$ cat config.mk
export PLATFORM = sky130hd
export DESIGN_NAME = debounced_switch_mute_sequencer_unit_flat
export DESIGN_NICKNAME = d
export VERILOG_FILES = /design/src/rtl/dsms_pkg.sv /design/src/rtl/dsms_if.sv /design/src/rtl/dsms_core.sv /design/src/rtl/dsms_out_buf.sv /design/src/rtl/debounced_switch_mute_sequencer_unit.sv /design/src/flat_wrapper.sv
export SDC_FILE = /design/constraint.sdc
export NUM_CORES = 1
export LEC_CHECK = 0
export BUFFER_PORTS_ARGS = -buffer_cell sky130_fd_sc_hd__buf_2
export CORE_MARGIN = 10
export CORE_UTILIZATION = 45
export DETAILED_ROUTE_END_ITERATION = 7
export PLACE_DENSITY = 0.65
export SETUP_SLACK_MARGIN = 0.2
export SLEW_MARGIN = 30
export SYNTH_ARGS = -nofsm -noshare
export SYNTH_HDL_FRONTEND = slang
export SYNTH_SLANG_ARGS = --single-unit
export TNS_END_PERCENT = 30
$ cat constraint.sdc
create_clock -name clk -period 19.48 [get_ports clk]
set_clock_uncertainty 0.1 [all_clocks]
set_input_delay 3.896 -clock clk [delete_from_list [all_inputs] [get_ports clk]]
set_output_delay 3.896 -clock clk [all_outputs]
set_load 0.02 [all_outputs]
$ cat src/rtl/dsms_pkg.sv
// shared types, constants and helpers for the debounced switch mute sequencer
`timescale 1ns / 1ps
`default_nettype none

package dsms_pkg;

  localparam int unsigned SETTLE_W  = 6;
  localparam int unsigned CONFIRM_W = 4;
  localparam int unsigned HOLD_W    = 8;
  localparam int unsigned CFG_IDX_W = 2;
  localparam int unsigned CFG_DAT_W = 8;
  localparam int unsigned STAGE_W   = 2;

  localparam logic [SETTLE_W-1:0]  SETTLE_MAX  = '1;
  localparam logic [CONFIRM_W-1:0] CONFIRM_MAX = '1;
  localparam logic [HOLD_W-1:0]    HOLD_MAX    = '1;

  localparam logic [SETTLE_W-1:0]  SETTLE_RST  = 6'd21;
  localparam logic [CONFIRM_W-1:0] CONFIRM_RST = 4'd5;
  localparam logic [HOLD_W-1:0]    HOLD_RST    = 8'd43;

  // register indexes on the configuration port
  localparam logic [CFG_IDX_W-1:0] CFG_SETTLE_READS    = 2'd0;
  localparam logic [CFG_IDX_W-1:0] CFG_CONFIRM_SAMPLES = 2'd1;
  localparam logic [CFG_IDX_W-1:0] CFG_HOLD_TICKS      = 2'd2;

  // stage codes as seen on the result channel
  localparam logic [STAGE_W-1:0] STAGE_IDLE  = 2'd0;
  localparam logic [STAGE_W-1:0] STAGE_START = 2'd1;
  localparam logic [STAGE_W-1:0] STAGE_HOLD1 = 2'd2;
  localparam logic [STAGE_W-1:0] STAGE_HOLD2 = 2'd3;

  typedef enum logic [3:0] {
    ST_IDLE  = 4'b0001,
    ST_START = 4'b0010,
    ST_HOLD1 = 4'b0100,
    ST_HOLD2 = 4'b1000
  } seq_state_t;

  typedef struct packed {
    logic               mute_drive;
    logic               audio_switch_high;
    logic               switch_state;
    logic [STAGE_W-1:0] stage;
  } dsms_result_t;

  function automatic logic [STAGE_W-1:0] stage_code(input seq_state_t st);
    logic [STAGE_W-1:0] code;
    case (st)
      ST_IDLE:  code = STAGE_IDLE;
      ST_START: code = STAGE_START;
      ST_HOLD1: code = STAGE_HOLD1;
      ST_HOLD2: code = STAGE_HOLD2;
      default:  code = STAGE_IDLE;
    endcase
    return code;
  endfunction

endpackage

`default_nettype wire

$ cat src/rtl/dsms_if.sv
// valid/ready channel interfaces for sample items and result items
`timescale 1ns / 1ps
`default_nettype none

interface dsms_in_if;
  logic valid;
  logic ready;
  logic pin_level;
  logic tick;

  modport source (output valid, output pin_level, output tick, input ready);
  modport sink   (input valid, input pin_level, input tick, output ready);
endinterface

interface dsms_out_if;
  logic       valid;
  logic       ready;
  logic       mute_drive;
  logic       audio_switch_high;
  logic       switch_state;
  logic [1:0] stage;

  modport source (output valid, output mute_drive, output audio_switch_high,
                  output switch_state, output stage, input ready);
  modport sink   (input valid, input mute_drive, input audio_switch_high,
                  input switch_state, input stage, output ready);
endinterface

`default_nettype wire

$ cat src/rtl/dsms_core.sv
// debounce, sampling and mute sequencer state with per-transfer next-state logic
`timescale 1ns / 1ps
`default_nettype none

module dsms_core import dsms_pkg::*; (
  input  wire logic                 clk,
  input  wire logic                 rst_n,
  input  wire logic                 cfg_wr_en,
  input  wire logic [CFG_IDX_W-1:0] cfg_index,
  input  wire logic [CFG_DAT_W-1:0] cfg_data,
  input  wire logic                 push,
  input  wire logic                 pin_level,
  input  wire logic                 tick,
  output dsms_result_t              res_nxt
);

  logic [SETTLE_W-1:0]  settle_reads_r;
  logic [CONFIRM_W-1:0] confirm_samples_r;
  logic [HOLD_W-1:0]    hold_ticks_r;

  logic                 last_raw_r, last_raw_nxt;
  logic [SETTLE_W-1:0]  settle_run_r, settle_run_nxt;
  logic                 pending_r, pending_nxt;
  logic                 sampled_r, sampled_nxt;
  logic [CONFIRM_W-1:0] match_r, match_nxt;
  logic                 deb_r, deb_nxt;
  seq_state_t           state_r, state_nxt;
  logic [HOLD_W-1:0]    hold_r, hold_nxt;
  logic                 mute_r, mute_nxt;
  logic                 audio_r, audio_nxt;

  always_ff @(posedge clk) begin
    if (!rst_n) begin
      settle_reads_r    <= SETTLE_RST;
      confirm_samples_r <= CONFIRM_RST;
      hold_ticks_r      <= HOLD_RST;
    end else if (cfg_wr_en) begin
      case (cfg_index)
        CFG_SETTLE_READS:    settle_reads_r    <= cfg_data[SETTLE_W-1:0];
        CFG_CONFIRM_SAMPLES: confirm_samples_r <= cfg_data[CONFIRM_W-1:0];
        CFG_HOLD_TICKS:      hold_ticks_r      <= cfg_data[HOLD_W-1:0];
        default: ;
      endcase
    end
  end

  always_comb begin
    last_raw_nxt   = last_raw_r;
    settle_run_nxt = settle_run_r;
    pending_nxt    = pending_r;
    sampled_nxt    = sampled_r;
    match_nxt      = match_r;
    deb_nxt        = deb_r;
    state_nxt      = state_r;
    hold_nxt       = hold_r;
    mute_nxt       = mute_r;
    audio_nxt      = audio_r;

    // run of equal raw reads
    if (pin_level != last_raw_r) begin
      last_raw_nxt   = pin_level;
      settle_run_nxt = '0;
    end else if (settle_run_r != SETTLE_MAX) begin
      settle_run_nxt = settle_run_r + 1'b1;
    end

    if (tick) begin
      pending_nxt = 1'b1;
      if (hold_r != HOLD_MAX) hold_nxt = hold_r + 1'b1;
    end

    if (pending_nxt && (state_r == ST_IDLE) && (settle_run_nxt >= settle_reads_r)) begin
      if (sampled_r == last_raw_nxt) begin
        if (match_r != CONFIRM_MAX) match_nxt = match_r + 1'b1;
      end else begin
        match_nxt   = '0;
        sampled_nxt = last_raw_nxt;
      end
      if (match_nxt >= confirm_samples_r) begin
        match_nxt = '0;
        if (deb_r != sampled_nxt) begin
          deb_nxt   = sampled_nxt;
          state_nxt = ST_START;
        end
      end
      pending_nxt = 1'b0;
    end

    // stages may chain within one transfer when their hold is already met
    if (state_nxt == ST_START) begin
      mute_nxt  = 1'b1;
      hold_nxt  = '0;
      state_nxt = ST_HOLD1;
    end
    if ((state_nxt == ST_HOLD1) && (hold_nxt >= hold_ticks_r)) begin
      state_nxt = ST_HOLD2;
      audio_nxt = ~deb_nxt;
      hold_nxt  = '0;
    end
    if ((state_nxt == ST_HOLD2) && (hold_nxt >= hold_ticks_r)) begin
      mute_nxt  = 1'b0;
      state_nxt = ST_IDLE;
    end
  end

  always_ff @(posedge clk) begin
    if (!rst_n) begin
      last_raw_r   <= 1'b0;
      settle_run_r <= '0;
      pending_r    <= 1'b0;
      sampled_r    <= 1'b0;
      match_r      <= '0;
      deb_r        <= 1'b0;
      state_r      <= ST_IDLE;
      hold_r       <= '0;
      mute_r       <= 1'b0;
      audio_r      <= 1'b1;
    end else if (push) begin
      last_raw_r   <= last_raw_nxt;
      settle_run_r <= settle_run_nxt;
      pending_r    <= pending_nxt;
      sampled_r    <= sampled_nxt;
      match_r      <= match_nxt;
      deb_r        <= deb_nxt;
      state_r      <= state_nxt;
      hold_r       <= hold_nxt;
      mute_r       <= mute_nxt;
      audio_r      <= audio_nxt;
    end
  end

  always_comb begin
    res_nxt.mute_drive        = mute_nxt;
    res_nxt.audio_switch_high = audio_nxt;
    res_nxt.switch_state      = deb_nxt;
    res_nxt.stage             = stage_code(state_nxt);
  end

endmodule

`default_nettype wire

$ cat src/rtl/dsms_out_buf.sv
// two-entry result buffer: output register plus skid register
`timescale 1ns / 1ps
`default_nettype none

module dsms_out_buf import dsms_pkg::*; (
  input  wire logic          clk,
  input  wire logic          rst_n,
  input  wire logic          push,
  input  wire dsms_result_t  res_in,
  output logic               can_push,
  dsms_out_if.source         out_if
);

  logic         out_valid_r;
  logic         skid_valid_r;
  dsms_result_t out_data_r;
  dsms_result_t skid_data_r;
  logic         pop;

  assign pop      = out_valid_r && out_if.ready;
  assign can_push = !skid_valid_r;

  always_ff @(posedge clk) begin
    if (!rst_n) begin
      out_valid_r  <= 1'b0;
      skid_valid_r <= 1'b0;
    end else if (pop) begin
      if (skid_valid_r) begin
        skid_valid_r <= 1'b0;
      end else if (!push) begin
        out_valid_r <= 1'b0;
      end
    end else if (push) begin
      if (out_valid_r) begin
        skid_valid_r <= 1'b1;
      end else begin
        out_valid_r <= 1'b1;
      end
    end
  end

  always_ff @(posedge clk) begin
    if (pop) begin
      if (skid_valid_r) begin
        out_data_r <= skid_data_r;
      end else if (push) begin
        out_data_r <= res_in;
      end
    end else if (push) begin
      if (out_valid_r) begin
        skid_data_r <= res_in;
      end else begin
        out_data_r <= res_in;
      end
    end
  end

  assign out_if.valid             = out_valid_r;
  assign out_if.mute_drive        = out_data_r.mute_drive;
  assign out_if.audio_switch_high = out_data_r.audio_switch_high;
  assign out_if.switch_state      = out_data_r.switch_state;
  assign out_if.stage             = out_data_r.stage;

endmodule

`default_nettype wire

$ cat src/rtl/debounced_switch_mute_sequencer_unit.sv
// top level of the debounced switch mute sequencer
//
//   channel  dir  transfer fields
//   in_if    in   pin_level, tick
//   out_if   out  mute_drive, audio_switch_high, switch_state, stage
//   cfg_*    in   cfg_index selects settle_reads / confirm_samples / hold_ticks
//
// one sample transfer per cycle while in_if.ready is high; its result is registered
// all state updates in one pass of next-state logic between the state and result registers
// a two-entry output buffer keeps in_if.ready high while one result waits
// in_if.ready drops only when both buffer entries hold results
// synchronous active-low reset restores register defaults and idle stage
`timescale 1ns / 1ps
`default_nettype none

module debounced_switch_mute_sequencer_unit import dsms_pkg::*; (
  input  wire logic                 clk,
  input  wire logic                 rst_n,
  dsms_in_if.sink                   in_if,
  dsms_out_if.source                out_if,
  input  wire logic                 cfg_wr_en,
  input  wire logic [CFG_IDX_W-1:0] cfg_index,
  input  wire logic [CFG_DAT_W-1:0] cfg_data
);

  logic         push;
  logic         can_push;
  dsms_result_t res_nxt;

  assign in_if.ready = can_push;
  assign push        = in_if.valid && can_push;

  dsms_core u_core (
    .clk       (clk),
    .rst_n     (rst_n),
    .cfg_wr_en (cfg_wr_en),
    .cfg_index (cfg_index),
    .cfg_data  (cfg_data),
    .push      (push),
    .pin_level (in_if.pin_level),
    .tick      (in_if.tick),
    .res_nxt   (res_nxt)
  );

  dsms_out_buf u_out_buf (
    .clk      (clk),
    .rst_n    (rst_n),
    .push     (push),
    .res_in   (res_nxt),
    .can_push (can_push),
    .out_if   (out_if)
  );

endmodule

`default_nettype wire

$ cat src/flat_wrapper.sv
// flat-port wrapper written by rule: the top's interface ports become plain ports
module debounced_switch_mute_sequencer_unit_flat import dsms_pkg::*;
  (clk, rst_n, cfg_wr_en, cfg_index, cfg_data, in_if_valid, in_if_pin_level, in_if_tick, in_if_ready, out_if_valid, out_if_mute_drive, out_if_audio_switch_high, out_if_switch_state, out_if_stage, out_if_ready);
  dsms_in_if in_if_i ();
  dsms_out_if out_if_i ();
  input  wire logic clk;
  input  wire logic rst_n;
  input  wire logic cfg_wr_en;
  input  wire logic [CFG_IDX_W-1:0] cfg_index;
  input  wire logic [CFG_DAT_W-1:0] cfg_data;
  input wire logic [$bits(in_if_i.valid)-1:0] in_if_valid;
  input wire logic [$bits(in_if_i.pin_level)-1:0] in_if_pin_level;
  input wire logic [$bits(in_if_i.tick)-1:0] in_if_tick;
  output wire logic [$bits(in_if_i.ready)-1:0] in_if_ready;
  output wire logic [$bits(out_if_i.valid)-1:0] out_if_valid;
  output wire logic [$bits(out_if_i.mute_drive)-1:0] out_if_mute_drive;
  output wire logic [$bits(out_if_i.audio_switch_high)-1:0] out_if_audio_switch_high;
  output wire logic [$bits(out_if_i.switch_state)-1:0] out_if_switch_state;
  output wire logic [$bits(out_if_i.stage)-1:0] out_if_stage;
  input wire logic [$bits(out_if_i.ready)-1:0] out_if_ready;
  assign in_if_i.valid = in_if_valid;
  assign in_if_i.pin_level = in_if_pin_level;
  assign in_if_i.tick = in_if_tick;
  assign in_if_ready = in_if_i.ready;
  assign out_if_valid = out_if_i.valid;
  assign out_if_mute_drive = out_if_i.mute_drive;
  assign out_if_audio_switch_high = out_if_i.audio_switch_high;
  assign out_if_switch_state = out_if_i.switch_state;
  assign out_if_stage = out_if_i.stage;
  assign out_if_i.ready = out_if_ready;
  debounced_switch_mute_sequencer_unit u_core (.clk(clk), .rst_n(rst_n), .in_if(in_if_i), .out_if(out_if_i), .cfg_wr_en(cfg_wr_en), .cfg_index(cfg_index), .cfg_data(cfg_data));
endmodule
==> results of run 1 <==
-- worst paths after layout --
kind	startpoint	to	cells past startpoint
hold / removal	u_core.u_core.match_r[3]$_SDFFE_PN0P_	u_core.u_core.match_r[3]$_SDFFE_PN0P_	2
setup reg to reg	u_core.u_core.settle_run_r[0]$_SDFFE_PN0P_	u_core.u_out_buf.out_if.stage[1]$_DFFE_PP_	23
hold reg to reg	u_core.u_core.match_r[3]$_SDFFE_PN0P_	u_core.u_core.match_r[3]$_SDFFE_PN0P_	2
setup / recovery	in_if_pin_level	u_core.u_out_buf.out_if.stage[1]$_DFFE_PP_	21
-- registers in the layout, summed over array words and instances (netlist names), 2 cells and up --
signal                           flops
u_core.u_core.state_r                4
u_core.u_core.settle_reads_r         6
u_core.u_core.settle_run_r           6
u_core.u_core.hold_ticks_r           8
u_core.u_out_buf.skid_data_r         5
u_core.u_out_buf.out_if.stage        2
u_core.u_core.hold_r                 8
u_core.u_core.match_r                4
u_core.u_core.confirm_samples_r      4
-- cells by family (layout without fill, tap and decap cells) --
logic type / after synthesis / count (layout) / synth area share (%)
AOI/OAI and AO/OA: 100 / 100 / 20.1
xor gates and xnor gates: 9 / 9 / 2.11
adders and majority gates: 33 / 33 / 11.0
buffers and inverters: 51 / 72 / 6.09
DFF: 58 / 58 / 33.7
muxes: 16 / 16 / 4.28
and+or+nand+nor: 167 / 167 / 22.6
-- power by group through the flow --
stage | logic [W] | registers (W) | clock network [W]
finish | 0.0000270 | 0.000127 | 0.000124
detailed placement | 0.0000271 | 0.000130 | 0
CTS | 0.0000275 | 0.000127 | 0.000126
floorplan | 0.0000181 | 0.000130 | 0
global route | 0.0000309 | 0.000128 | 0.000131
global placement | 0.0000265 | 0.000130 | 0
-- through the flow --
| stage | utilization [%] | instance area [um^2] | setup slack (ps) | power [W] |
|---|---|---|---|---|
| after floorplan | - | 3740 | 10360 | 0.000148 |
| after global placement | 47.8 | 3890 | 9880 | 0.000156 |
| after detailed placement | 47.9 | 3890 | 9710 | 0.000157 |
| after global routing | 50.5 | 4100 | 9540 | 0.000290 |
| final | 50.5 | 4100 | 10060 | 0.000278 |
| after CTS | 50.5 | 4100 | 10050 | 0.000280 |
-- routing by layer --
metal	global-route usage, %	part of all wire (%)
met5	0	0
met4	4.97	1.9
met3	4.55	5.1
met2	22.4	46
met1	17.3	47
-- cells in the mapped netlist (6+ instances only) --
library cell,number
edfxtp_1,10
a211oi_1,7
nor2_1,45
mux2i_1,16
nor3_1,15
nand3_1,13
dfxtp_1,48
clkbuf_1,10
ha_1,33
a21oi_1,29
and3_1,6
o31ai_1,10
nand2_1,46
o21ai_0,12
inv_1,31
-- placed cells by master (no fill, tap or decap), drive strengths merged, types with 3 or more instances in the layout --
| master | n |
|---|---|
| inv | 31 |
| xnor2 | 4 |
| and2 | 5 |
| a21o | 5 |
| and3 | 6 |
| ha | 33 |
| o31ai | 11 |
| nand3 | 14 |
| nand4 | 4 |
| or3 | 3 |
| edfxtp | 10 |
| nor2b | 5 |
| o21ai | 12 |
| o211ai | 5 |
| dfxtp | 48 |
| nand3b | 3 |
| nand2 | 46 |
| a31oi | 3 |
| nand2b | 5 |
| mux2i | 16 |
| buf | 25 |
| xor2 | 5 |
| nor3 | 17 |
| a21oi | 30 |
| nor2 | 45 |
| or4 | 3 |
| o21a | 4 |
| clkbuf | 10 |
| a211oi | 7 |
| clkinv | 4 |
-- worst max-delay path, cell delays in order --
cell and delay (ps):
buf_2 130, ha_1 400, nand2_1 90, ha_1 280, or3b_1 390, o2111ai_2 140
a41o_4 300, o32ai_4 240, a311o_1 390, inv_1 70, ha_1 240, a21oi_1 250
o2111ai_1 200, and2_1 210, and2_2 290, nor3_1 210, ha_1 270, a2111o_1 440
o311ai_2 560, o22ai_1 190, o31ai_1 280
-- layout make-up --
class / count / share of cell area (%)
multi-input combinational: 325 / 55.0
sequential: 58 / 30.7
timing repair buffer: 25 / 3.17
tap: 105 / 3.20
clock inverter: 6 / 1.98
clock buffer: 10 / 3.11
inverter: 31 / 2.84
==> metrics.md, run 1 <==
| Metric | Value |
|---|---|
| Synth Flop Type | `dfxtp_1` |
| Chip width | `roughly 110 um` |
| 1st-iter DRT viols | `150` |
| Share of the synthesized area in the top cell type | `approximately 26%` |
| Storage cell area | `about 1300 um^2` |
| Critical path capture point type | `flip-flop` |
| First-pass GRT wire length | `14.6 mm` |
| Placed Cells | `~540` |
| Post_cts resized | `0` |
| Critical setup path kind | `primary input to flip-flop` |
| Endpoints failing setup | `0` |
| CP Launch Type | `primary input` |
| Clock sink count | `between 50 and 60` |
| Static Leakage | `1.74 nW` |
| Final hold vios | `0` |
| Layout area overhead | `9.74%` |
| DR vias/cell | `5.43` |
| Clock Power Share | `between 40% and 50%` |
| Num ports | `24` |
| Required time worst endpoint | `a little under 20,000 ps` |
| Power Dens Cells | `between 60 and 70 nW/um^2` |
| Worst-Skew Late Latency | `roughly 360 ps` |
| Largest net degree at the start of global routing | `27` |
| Sw Pwr | `0.0000716 W` |
| Unrepaired setup endpoints after global routing | `no` |
| Mapped cell area | `around 3700 um^2` |
| Total congestion overflow | `0` |
| Sequential Power Share | `45.8%` |
| Slew Limit Fails | `0` |
| Total Die Area | `roughly 12,000 um^2` |
| Yosys cell types | `66` |
| Filler cells | `between 700 and 800` |
| RePlAce Congestion | `~0.86` |
| Post-layout min period | `between 9000 and 10,000 ps` |
| Post-Layout Cell Count | `560` |
| Fmax | `between 100 and 150 MHz` |
| Power share of the combinational group | `9.7%` |
| Longest Clk Path Bufs | `2` |
| Post-synth top area cell | `dfxtp_1` |
| FFs w/ async S/R, synth | `0%` |
| Setup_tns | `0 ps` |
| Buffers on Ports | `23` |
| Worst slew pin tran | `912 ps` |
| Clock root buffer | `clkbuf_8` |
| Worst Hold Slack | `between 300 and 400 ps` |
| CORE AREA | `approximately 8000 um^2` |
| Starting Density | `approximately 46%` |
| Die height | `around 110 um` |
| Post-DP HPWL | `6.34 mm` |
| TritonCTS clock tree | `done` |
| Number of global-route vias before repair | `3,029` |
| Area occupied by multi-input gates | `~2300 um^2` |
| Share of layout cells above drive strength 1 | `about an eighth` |
| Sw frac | `about a quarter` |
| Number of enable flip-flop cells after synthesis | `10` |
| VDD IR max | `roughly 0.027 mV` |
| Pint | `0.000206 W` |
| FP Rows | `33` |
| Worst reg-to-reg setup slack | `12,820 ps` |
| Post-Syn Area per Cell | `8.62 um^2` |
| Status | `complete, no violations` |
| Initial antenna violation count | `0` |
| Slew headroom | `about 39%` |
| Post-DR wirelength/cell | `approximately 15 um` |
| Pre-antenna DRT Iters | `4` |
| Antenna viol nets, final | `0` |
| Nets | `500` |
| CTS Hold Bufs | `0` |
| Synthesis-stage register bit count | `just under 60` |
| Worst-path fanout max | `24` |
| Routed wire length | `8.47 mm` |
| Final period util | `48.4%` |
| Cells after synthesis | `~430` |
| Max-Cap Viols | `0` |
| CP arrival | `between 9000 and 10,000 ps` |
| Synth warn | `0` |
| Setup Buffers After CTS | `0` |
| DRC | `0` |
| Num CTS Buffers | `9` |
| Antenna Diode Count | `0` |
| Total vias in the final route | `3,040` |
| Syn_nets | `approximately 480` |
| Synth area leaders | `dfxtp_1, ha_1, edfxtp_1, nand2_1, nor2_1` |
| Post-synthesis sequential area ratio | `33.7%` |
| Worst hold path class | `flip-flop to flip-flop` |
| Clock slew at reported path FFs | `about 80 ps` |
| Tot GR Track Use | `between 10% and 20%` |
| Htree depth | `3` |
(Power assumes the default switching activity.)
==> run 2: changes to the inputs <==
- ABC_AREA: unset -> 1
- PLACE_DENSITY: 0.65 -> 0.68
- clock period: 19.48 -> 7.96 ns (I/O delays scaled with it)
==> run 2 against run 1 <==
Against the previous run: power grew to 2.7 times the previous value; area after synthesis shrank 8.6%; sequential power grew to 2.6 times the previous value; synthesized cell count grew 6.0%; largest cell class unchanged.
==> metrics.md, run 2 <==
| Metric | Value |
|---|---|
| Mux contribution to synthesized area | `0.293% (-4.0 points)` |
| Clock Power Share | `40.3% (-4.2 points)` |
| Setup Buffers After CTS | `0 (unchanged)` |
| Starting Density | `46.6% (+0.63 points)` |
| Share of layout cells above drive strength 1 | `11.5% (-0.64 points)` |
| TritonCTS clock tree | `done` |
| Tot GR Track Use | `13.6% (-0.44 points)` |
| Most frequent cells in the layout | `nand2_1, inv_1, dfxtp_1, a21oi_1, o21ai_0` |
| Final period util | `74.1%` |
| 1st-iter DRT viols | `114 (-24%)` |
| Compound-Gate Fraction of Synth Area | `18.7% (-1.4 points)` |
| Hold_sp | `u_core.u_core.settle_reads_r[3]$_SDFFE_PN0P_` |
| Setup_tns | `0 ps (unchanged)` |
| Adder-cell area share of the yosys netlist | `12.1% (+1.0 points)` |
| CTS Hold Bufs | `0 (unchanged)` |
| Critical path's largest stage delay | `360 ps (-200 ps)` |
| Largest net degree at the start of global routing | `39 (+44%)` |
| Largest family of logic cells by synthesized area | `simple AND/OR/NAND/NOR gates` |
| VDD IR max | `0.110 mV (+310%)` |
| Antenna Diode Count | `0 (unchanged)` |
| Total Die Area | `11,500 um^2 (-7.1%)` |
| Worst path depth | `29 (+38%)` |
| Worst slew pin tran | `813 ps (-98.8 ps)` |
| Sw Pwr | `0.000205 W (+190%)` |
| DRC | `0 (unchanged)` |
| First-pass GRT wire length | `12.8 mm (-12%)` |
| Static Leakage | `1.82 nW (+4.6%)` |
| Number of global-route vias before repair | `2,831 (-6.5%)` |
| Util after Layout | `52.2% (+1.8 points)` |
| Post-synthesis sequential area ratio | `36.9% (+3.2 points)` |
| Cells after synthesis | `460 (+6.0%)` |
| Post-layout min period | `between 5000 and 6000 ps` |
| Critical setup path kind | `primary input to flip-flop` |
| Initial antenna violation count | `0 (unchanged)` |
| DR vias/cell | `5.05 (-6.9%)` |
| Post-synth top area cell | `dfxtp_1` |
| Worst Reg-to-Reg Cells | `32 (+39%)` |
| Total congestion overflow | `0 (unchanged)` |
| Final hold vios | `0 (unchanged)` |
| Synthesis-stage register bit count | `58 (unchanged)` |
| CP delay by family, top | `simple AND/OR/NAND/NOR gates` |
| Slew Limit Fails | `0 (unchanged)` |
| Post_cts resized | `0 (unchanged)` |
| CP Launch Type | `primary input` |
| Post-DR wirelength/cell | `12.6 um (-17%)` |
| Post-Syn Area per Cell | `7.43 um^2 (-14%)` |
| Die height | `107 um (-3.6%)` |
| Num ports | `24 (unchanged)` |
| Reg-to-Reg Start | `u_core.u_core.settle_run_r[0]$_SDFFE_PN0P_` |
| Power Dens Cells | `196 nW/um^2 (+190%)` |
| Longest Clk Path Bufs | `2 (unchanged)` |
| Critical path capture point type | `flip-flop` |
| Worst-Skew Late Latency | `340 ps (-20 ps)` |
| Share of the synthesized area in the top cell type | `28.1% (+2.4 points)` |
| Routed wire length | `7.40 mm (-13%)` |
| Clock sink count | `58 (unchanged)` |
| Antenna viol nets, final | `0 (unchanged)` |
| Num CTS Buffers | `9 (unchanged)` |
| Htree depth | `3 (unchanged)` |
| Slowest CP cell | `a211oi_1` |
| Worst-path fanout max | `14 (-42%)` |
| Worst Setup SP | `in_if_pin_level` |
| Clock root buffer | `clkbuf_8` |
| Synth Flop Type | `dfxtp_1` |
| Crit-path most repeated cell | `nand2_1` |
| Buffers on Ports | `23 (unchanged)` |
| Post-Synth XOR/XNOR Area | `1.28% (-0.83 points)` |
| Max-Cap Viols | `0 (unchanged)` |
| Filler cells | `692 (-12%)` |
| Hold path depth | `2 (unchanged)` |
| Sequential Power Share | `43.8% (-2.0 points)` |
| Power share of the combinational group | `15.9% (+6.2 points)` |
| Post-synth top cells | `nand2_1, inv_1, dfxtp_1, a21oi_1, o21ai_0` |
| Commonest non-fill, non-tap cell in the layout | `nand2_1` |
| CP Buf/Inv Count | `5 (+3)` |
| Slew headroom | `45.7% (+6.5 points)` |
| Sw frac | `27.4% (+1.6 points)` |
| Worst hold path class | `flip-flop to flip-flop` |
| Pint | `0.000544 W (+160%)` |
| Largest regs | `u_core.u_core.hold_r x8, u_core.u_core.hold_ticks_r x8` |
| RePlAce Congestion | `0.891 (+3.1%)` |
| FP Rows | `31 (-6.1%)` |
| Nets | `534 (+6.8%)` |
| CORE AREA | `7330 um^2 (-9.9%)` |
| Endpoints failing setup | `0 (unchanged)` |
| Number of enable flip-flop cells after synthesis | `10 (unchanged)` |
| Fmax | `about 170 MHz` |
| Total vias in the final route | `2,972 (-2.2%)` |
| Synth warn | `0 (unchanged)` |
| FFs w/ async S/R, synth | `0% (unchanged)` |
| Simple-gate share of the synthesized area | `20.6% (-2.0 points)` |
| Unrepaired setup endpoints after global routing | `no` |
| Mapped cell area | `3420 um^2 (-8.6%)` |
| Synth area leaders | `dfxtp_1, ha_1, nand2_1, edfxtp_1, inv_1` |
| Status | `complete, no violations` |
| Clock slew at reported path FFs | `60 ps (-20 ps)` |
| CP arrival | `5890 ps (-3600 ps)` |
| Layout area overhead | `12.0%` |
| Pre-antenna DRT Iters | `4 (unchanged)` |
| Required time worst endpoint | `7950 ps (-11,600 ps)` |
| Syn_nets | `510 (+5.4%)` |
| Top-count cell post-synth | `nand2_1` |
| Chip width | `107 um (-3.6%)` |
| Yosys cell types | `35 (-47%)` |
| Post-DP HPWL | `5.68 mm (-10%)` |
-- run 2: cell count changes after synthesis, sizes merged, moves of 13 or more --
cell,previous run,this run
a21oi,30,48
nor2,45,32
o21ai,12,46
inv,31,80
mux2i,16,1
nand2,46,87
-- run 2: cell families after synthesis --
group | count (synthesis)
simple gates | 158
compound gates | 115
buf+inv | 90
flops | 58
fa+ha+maj | 33
xor+xnor | 5
mux | 1
-- run 2: worst min-delay path: stages, from the launching register on --
cell and delay (ps):
dfxtp_1 300, inv_1 70, a21oi_1 60
-- run 2: final cells by class --
cell class	instances	area (um^2)	share of cell area, %
repair buffers	23	115	3.01
multi-input cells	312	1810	47.3
inverters	80	300	7.84
clock inverters	5	76.3	1.99
well taps	99	124	3.24
flip-flops and latches	58	1260	32.9
clock buffers	11	141	3.69
-- run 2: final timing paths --
check                                                 end  slack (ps)
min          u_core.u_core.settle_reads_r[3]$_SDFFE_PN0P_         370
max          u_core.u_out_buf.out_if.mute_drive$_DFFE_PP_        2060
min reg2reg  u_core.u_core.settle_reads_r[3]$_SDFFE_PN0P_         370
max reg2reg  u_core.u_out_buf.out_if.mute_drive$_DFFE_PP_        2500
-- run 2: layer usage --
metal | track usage (%) | vias up | part of all wire (%) | wire length, um
met5 | 0 | - | 0 | 0
met4 | 4.45 | 0 | 1.0 | 74
met3 | 4.01 | 8 | 4.6 | 340
met2 | 21.6 | 55 | 46 | 3380
met1 | 17.2 | 1335 | 49 | 3610
li1 | - | 1574 | - | -
-- run 2: power groups by stage --
stage,sequential [W],combinational [W],clock [W]
6_report,0.000328,0.000119,0.000302
5_1_grt,0.000330,0.000139,0.000322
4_1_cts,0.000328,0.000120,0.000308
3_5_place_dp,0.000334,0.000119,0
3_3_place_gp,0.000334,0.000116,0
2_1_floorplan,0.000335,0.0000858,0
-- run 2: per-stage QoR --
| stage | setup WS (ps) | hold WS, ps | total power [W] | instance area (um^2) | std cells |
|---|---|---|---|---|---|
| 2_1_floorplan | 2480 | 335 | 0.000421 | 3420 | 460 |
| 3_3_place_gp | 1850 | 351 | 0.000449 | 3610 | 572 |
| 3_5_place_dp | 1810 | 356 | 0.000453 | 3610 | 572 |
| 4_1_cts | 2140 | 371 | 0.000756 | 3830 | 588 |
| 5_1_grt | 1550 | 406 | 0.000791 | 3830 | 588 |
| 6_report | 2060 | 369 | 0.000749 | 3830 | 588 |
==> run 3: changes to the inputs <==
- PLACE_DENSITY: 0.68 -> 0.65
- clock period: 7.96 -> 5.87 ns (I/O delays scaled with it)
==> run 3 against run 2 <==
Against the previous run: clock power rose by 29%; via count rose by 0.54%; power rose by 34%; global-route usage rose by 0.10 points; core utilization rose by 0.85 points; critical path type unchanged; highest routed layer unchanged.
==> metrics.md, run 3 (synthesized netlist as in run 2, its figures left out) <==
| Metric | Value |
|---|---|
| Tot GR Track Use | `13.7% (+0.10 points)` |
| Total vias in the final route | `2,988 (+0.54%)` |
| Num CTS Buffers | `9 (unchanged)` |
| Clock Power Share | `38.9% (-1.4 points)` |
| DRC | `0 (unchanged)` |
| Worst hold path class | `flip-flop to flip-flop` |
| Pint | `0.000720 W (+32%)` |
| CORE AREA | `7330 um^2 (unchanged)` |
| Routed wire length | `7.70 mm (+4.0%)` |
| Area occupied by multi-input gates | `1860 um^2 (+2.6%)` |
| Placed Cells | `573 (+0.17%)` |
| Worst-Skew Late Latency | `340 ps (about the same)` |
| Clock sink count | `58 (unchanged)` |
| Unrepaired setup endpoints after global routing | `no` |
| Most frequent cells in the layout | `nand2_1, inv_1, a21oi_1, dfxtp_1, o21ai_0` |
| Sw frac | `28.1% (+0.64 points)` |
| Final period util | `between 90 and 100%` |
| Static Leakage | `1.85 nW (+1.3%)` |
| CTS Hold Bufs | `0 (unchanged)` |
| Crit-path most repeated cell | `nand2_1` |
| Initial antenna violation count | `0 (unchanged)` |
| Pre-antenna DRT Iters | `4 (unchanged)` |
| Slew headroom | `45.0% (-0.70 points)` |
| Post-DR wirelength/cell | `13.0 um (+3.1%)` |
| Fmax | `189 MHz` |
| CP arrival | `5380 ps (-510 ps)` |
| FP Rows | `31 (unchanged)` |
| Critical path capture point type | `flip-flop` |
| Critical path's largest stage delay | `330 ps (-30 ps)` |
| Largest net degree at the start of global routing | `39 (unchanged)` |
| Max-Cap Viols | `0 (unchanged)` |
| Post-Layout Cell Count | `593 (+0.85%)` |
| Clock slew at reported path FFs | `70 ps (about the same)` |
| CP Buf/Inv Count | `4 (-1)` |
| Layout area overhead | `13.9%` |
| CP delay by family, top | `simple AND/OR/NAND/NOR gates` |
| 1st-iter DRT viols | `117 (+2.6%)` |
| Storage cell area | `1260 um^2 (+0.20%)` |
| Endpoints failing setup | `0 (unchanged)` |
| Critical setup path kind | `primary input to flip-flop` |
| Setup_tns | `0 ps (unchanged)` |
| DR vias/cell | `5.04 (-0.31%)` |
| Total congestion overflow | `0 (unchanged)` |
| Share of layout cells above drive strength 1 | `13.8% (+2.3 points)` |
| Status | `complete, no violations` |
| CP Launch Type | `primary input` |
| Longest Clk Path Bufs | `2 (unchanged)` |
| Final hold vios | `0 (unchanged)` |
| Filler cells | `695 (+0.43%)` |
| Nets | `539 (+0.94%)` |
| Htree depth | `3 (unchanged)` |
| TritonCTS clock tree | `done` |
| Total power | `0.00100 W (+34%)` |
| Num ports | `24 (unchanged)` |
| Die height | `107 um (unchanged)` |
| Antenna viol nets, final | `0 (unchanged)` |
| Clock root buffer | `clkbuf_8` |
| Required time worst endpoint | `5960 ps (-1990 ps)` |
| Largest regs | `u_core.u_core.hold_r x8, u_core.u_core.hold_ticks_r x8` |
| Power share of the combinational group | `16.7% (+0.8 points)` |
| Total Die Area | `11,500 um^2 (unchanged)` |
| Post-DP HPWL | `5.74 mm (+0.99%)` |
| Starting Density | `46.6% (unchanged)` |
| Commonest non-fill, non-tap cell in the layout | `nand2_1` |
| Post-layout min period | `approximately 5300 ps` |
| Buffers on Ports | `23 (unchanged)` |
| Worst slew pin tran | `824 ps (+10.4 ps)` |
| Chip width | `107 um (unchanged)` |
| Worst-path fanout max | `5 (-9)` |
| RePlAce Congestion | `0.857 (-3.9%)` |
| VDD IR max | `0.128 mV (+16%)` |
| Slowest CP cell | `ha_1` |
| Sw Pwr | `0.000281 W (+37%)` |
| Slew Limit Fails | `0 (unchanged)` |
| Power Dens Cells | `257 nW/um^2 (+32%)` |
| First-pass GRT wire length | `12.8 mm (-0.59%)` |
| Sequential Power Share | `44.5% (+0.7 points)` |
| Antenna Diode Count | `0 (unchanged)` |
| Number of global-route vias before repair | `2,747 (-3.0%)` |
[run 3: worst register-to-register path: cells and delay by family, from the launching register on]
family	cells	cell delay (ps)
buf+inv	5	380
fa+ha+maj	4	1000
simple gates	15	1840
flops	1	380
compound gates	8	1220
[run 3: per-layer routing]
layer	track usage, %	vias to the layer above	part of all wire (%)	wire, um
met5	0	-	0	0
met4	5.51	0	1.2	93
met3	3.89	10	3.9	301
met2	21.6	44	46	3550
met1	17.2	1346	49	3750
li1	-	1588	-	-
[run 3: cell type report]
cell class	count	share of cell area (%)
clock buffers	14	4.44
repair buffers	26	3.54
multi-input cells	314	47.7
flip-flops and latches	58	32.5
inverters	80	7.72
well taps	99	3.18
clock inverters	2	0.900
[run 3: path summary, 6_finish.rpt]
path | cells after the start | endpoint | startpoint | slack (ps)
max | 29 | u_core.u_out_buf.out_if.mute_drive$_DFFE_PP_ | in_if_pin_level | 580
min | 2 | u_core.u_core.confirm_samples_r[1]$_SDFFE_PN0P_ | u_core.u_core.confirm_samples_r[1]$_SDFFE_PN0P_ | 370
max reg2reg | 32 | u_core.u_out_buf.out_if.mute_drive$_DFFE_PP_ | u_core.u_core.settle_run_r[0]$_SDFFE_PN0P_ | 790
min reg2reg | 2 | u_core.u_core.confirm_samples_r[1]$_SDFFE_PN0P_ | u_core.u_core.confirm_samples_r[1]$_SDFFE_PN0P_ | 370
[run 3: stage by stage]
stage	hold WS (ps)	util [%]	cell area, um^2	setup WS [ps]
finish	373	53.1	3890	583
CTS	374	52.2	3830	410
global placement	351	49.4	3620	193
floorplan	335	-	3420	805
global route	384	53.1	3890	184
detailed placement	362	49.4	3620	41.3
[run 3: power by group through the flow]
stage | Combinational (W) | Sequential (W) | Clock, W
after global placement | 0.000158 | 0.000453 | 0
after CTS | 0.000164 | 0.000445 | 0.000400
after detailed placement | 0.000162 | 0.000453 | 0
after floorplan | 0.000116 | 0.000454 | 0
final | 0.000167 | 0.000445 | 0.000389
after global routing | 0.000194 | 0.000448 | 0.000417
[run 3: repair_timing]
item                       in CTS  in global routing
buffers inserted                0                  2
gates resized for setup         0                 13
setup endpoints to repair       0                  9
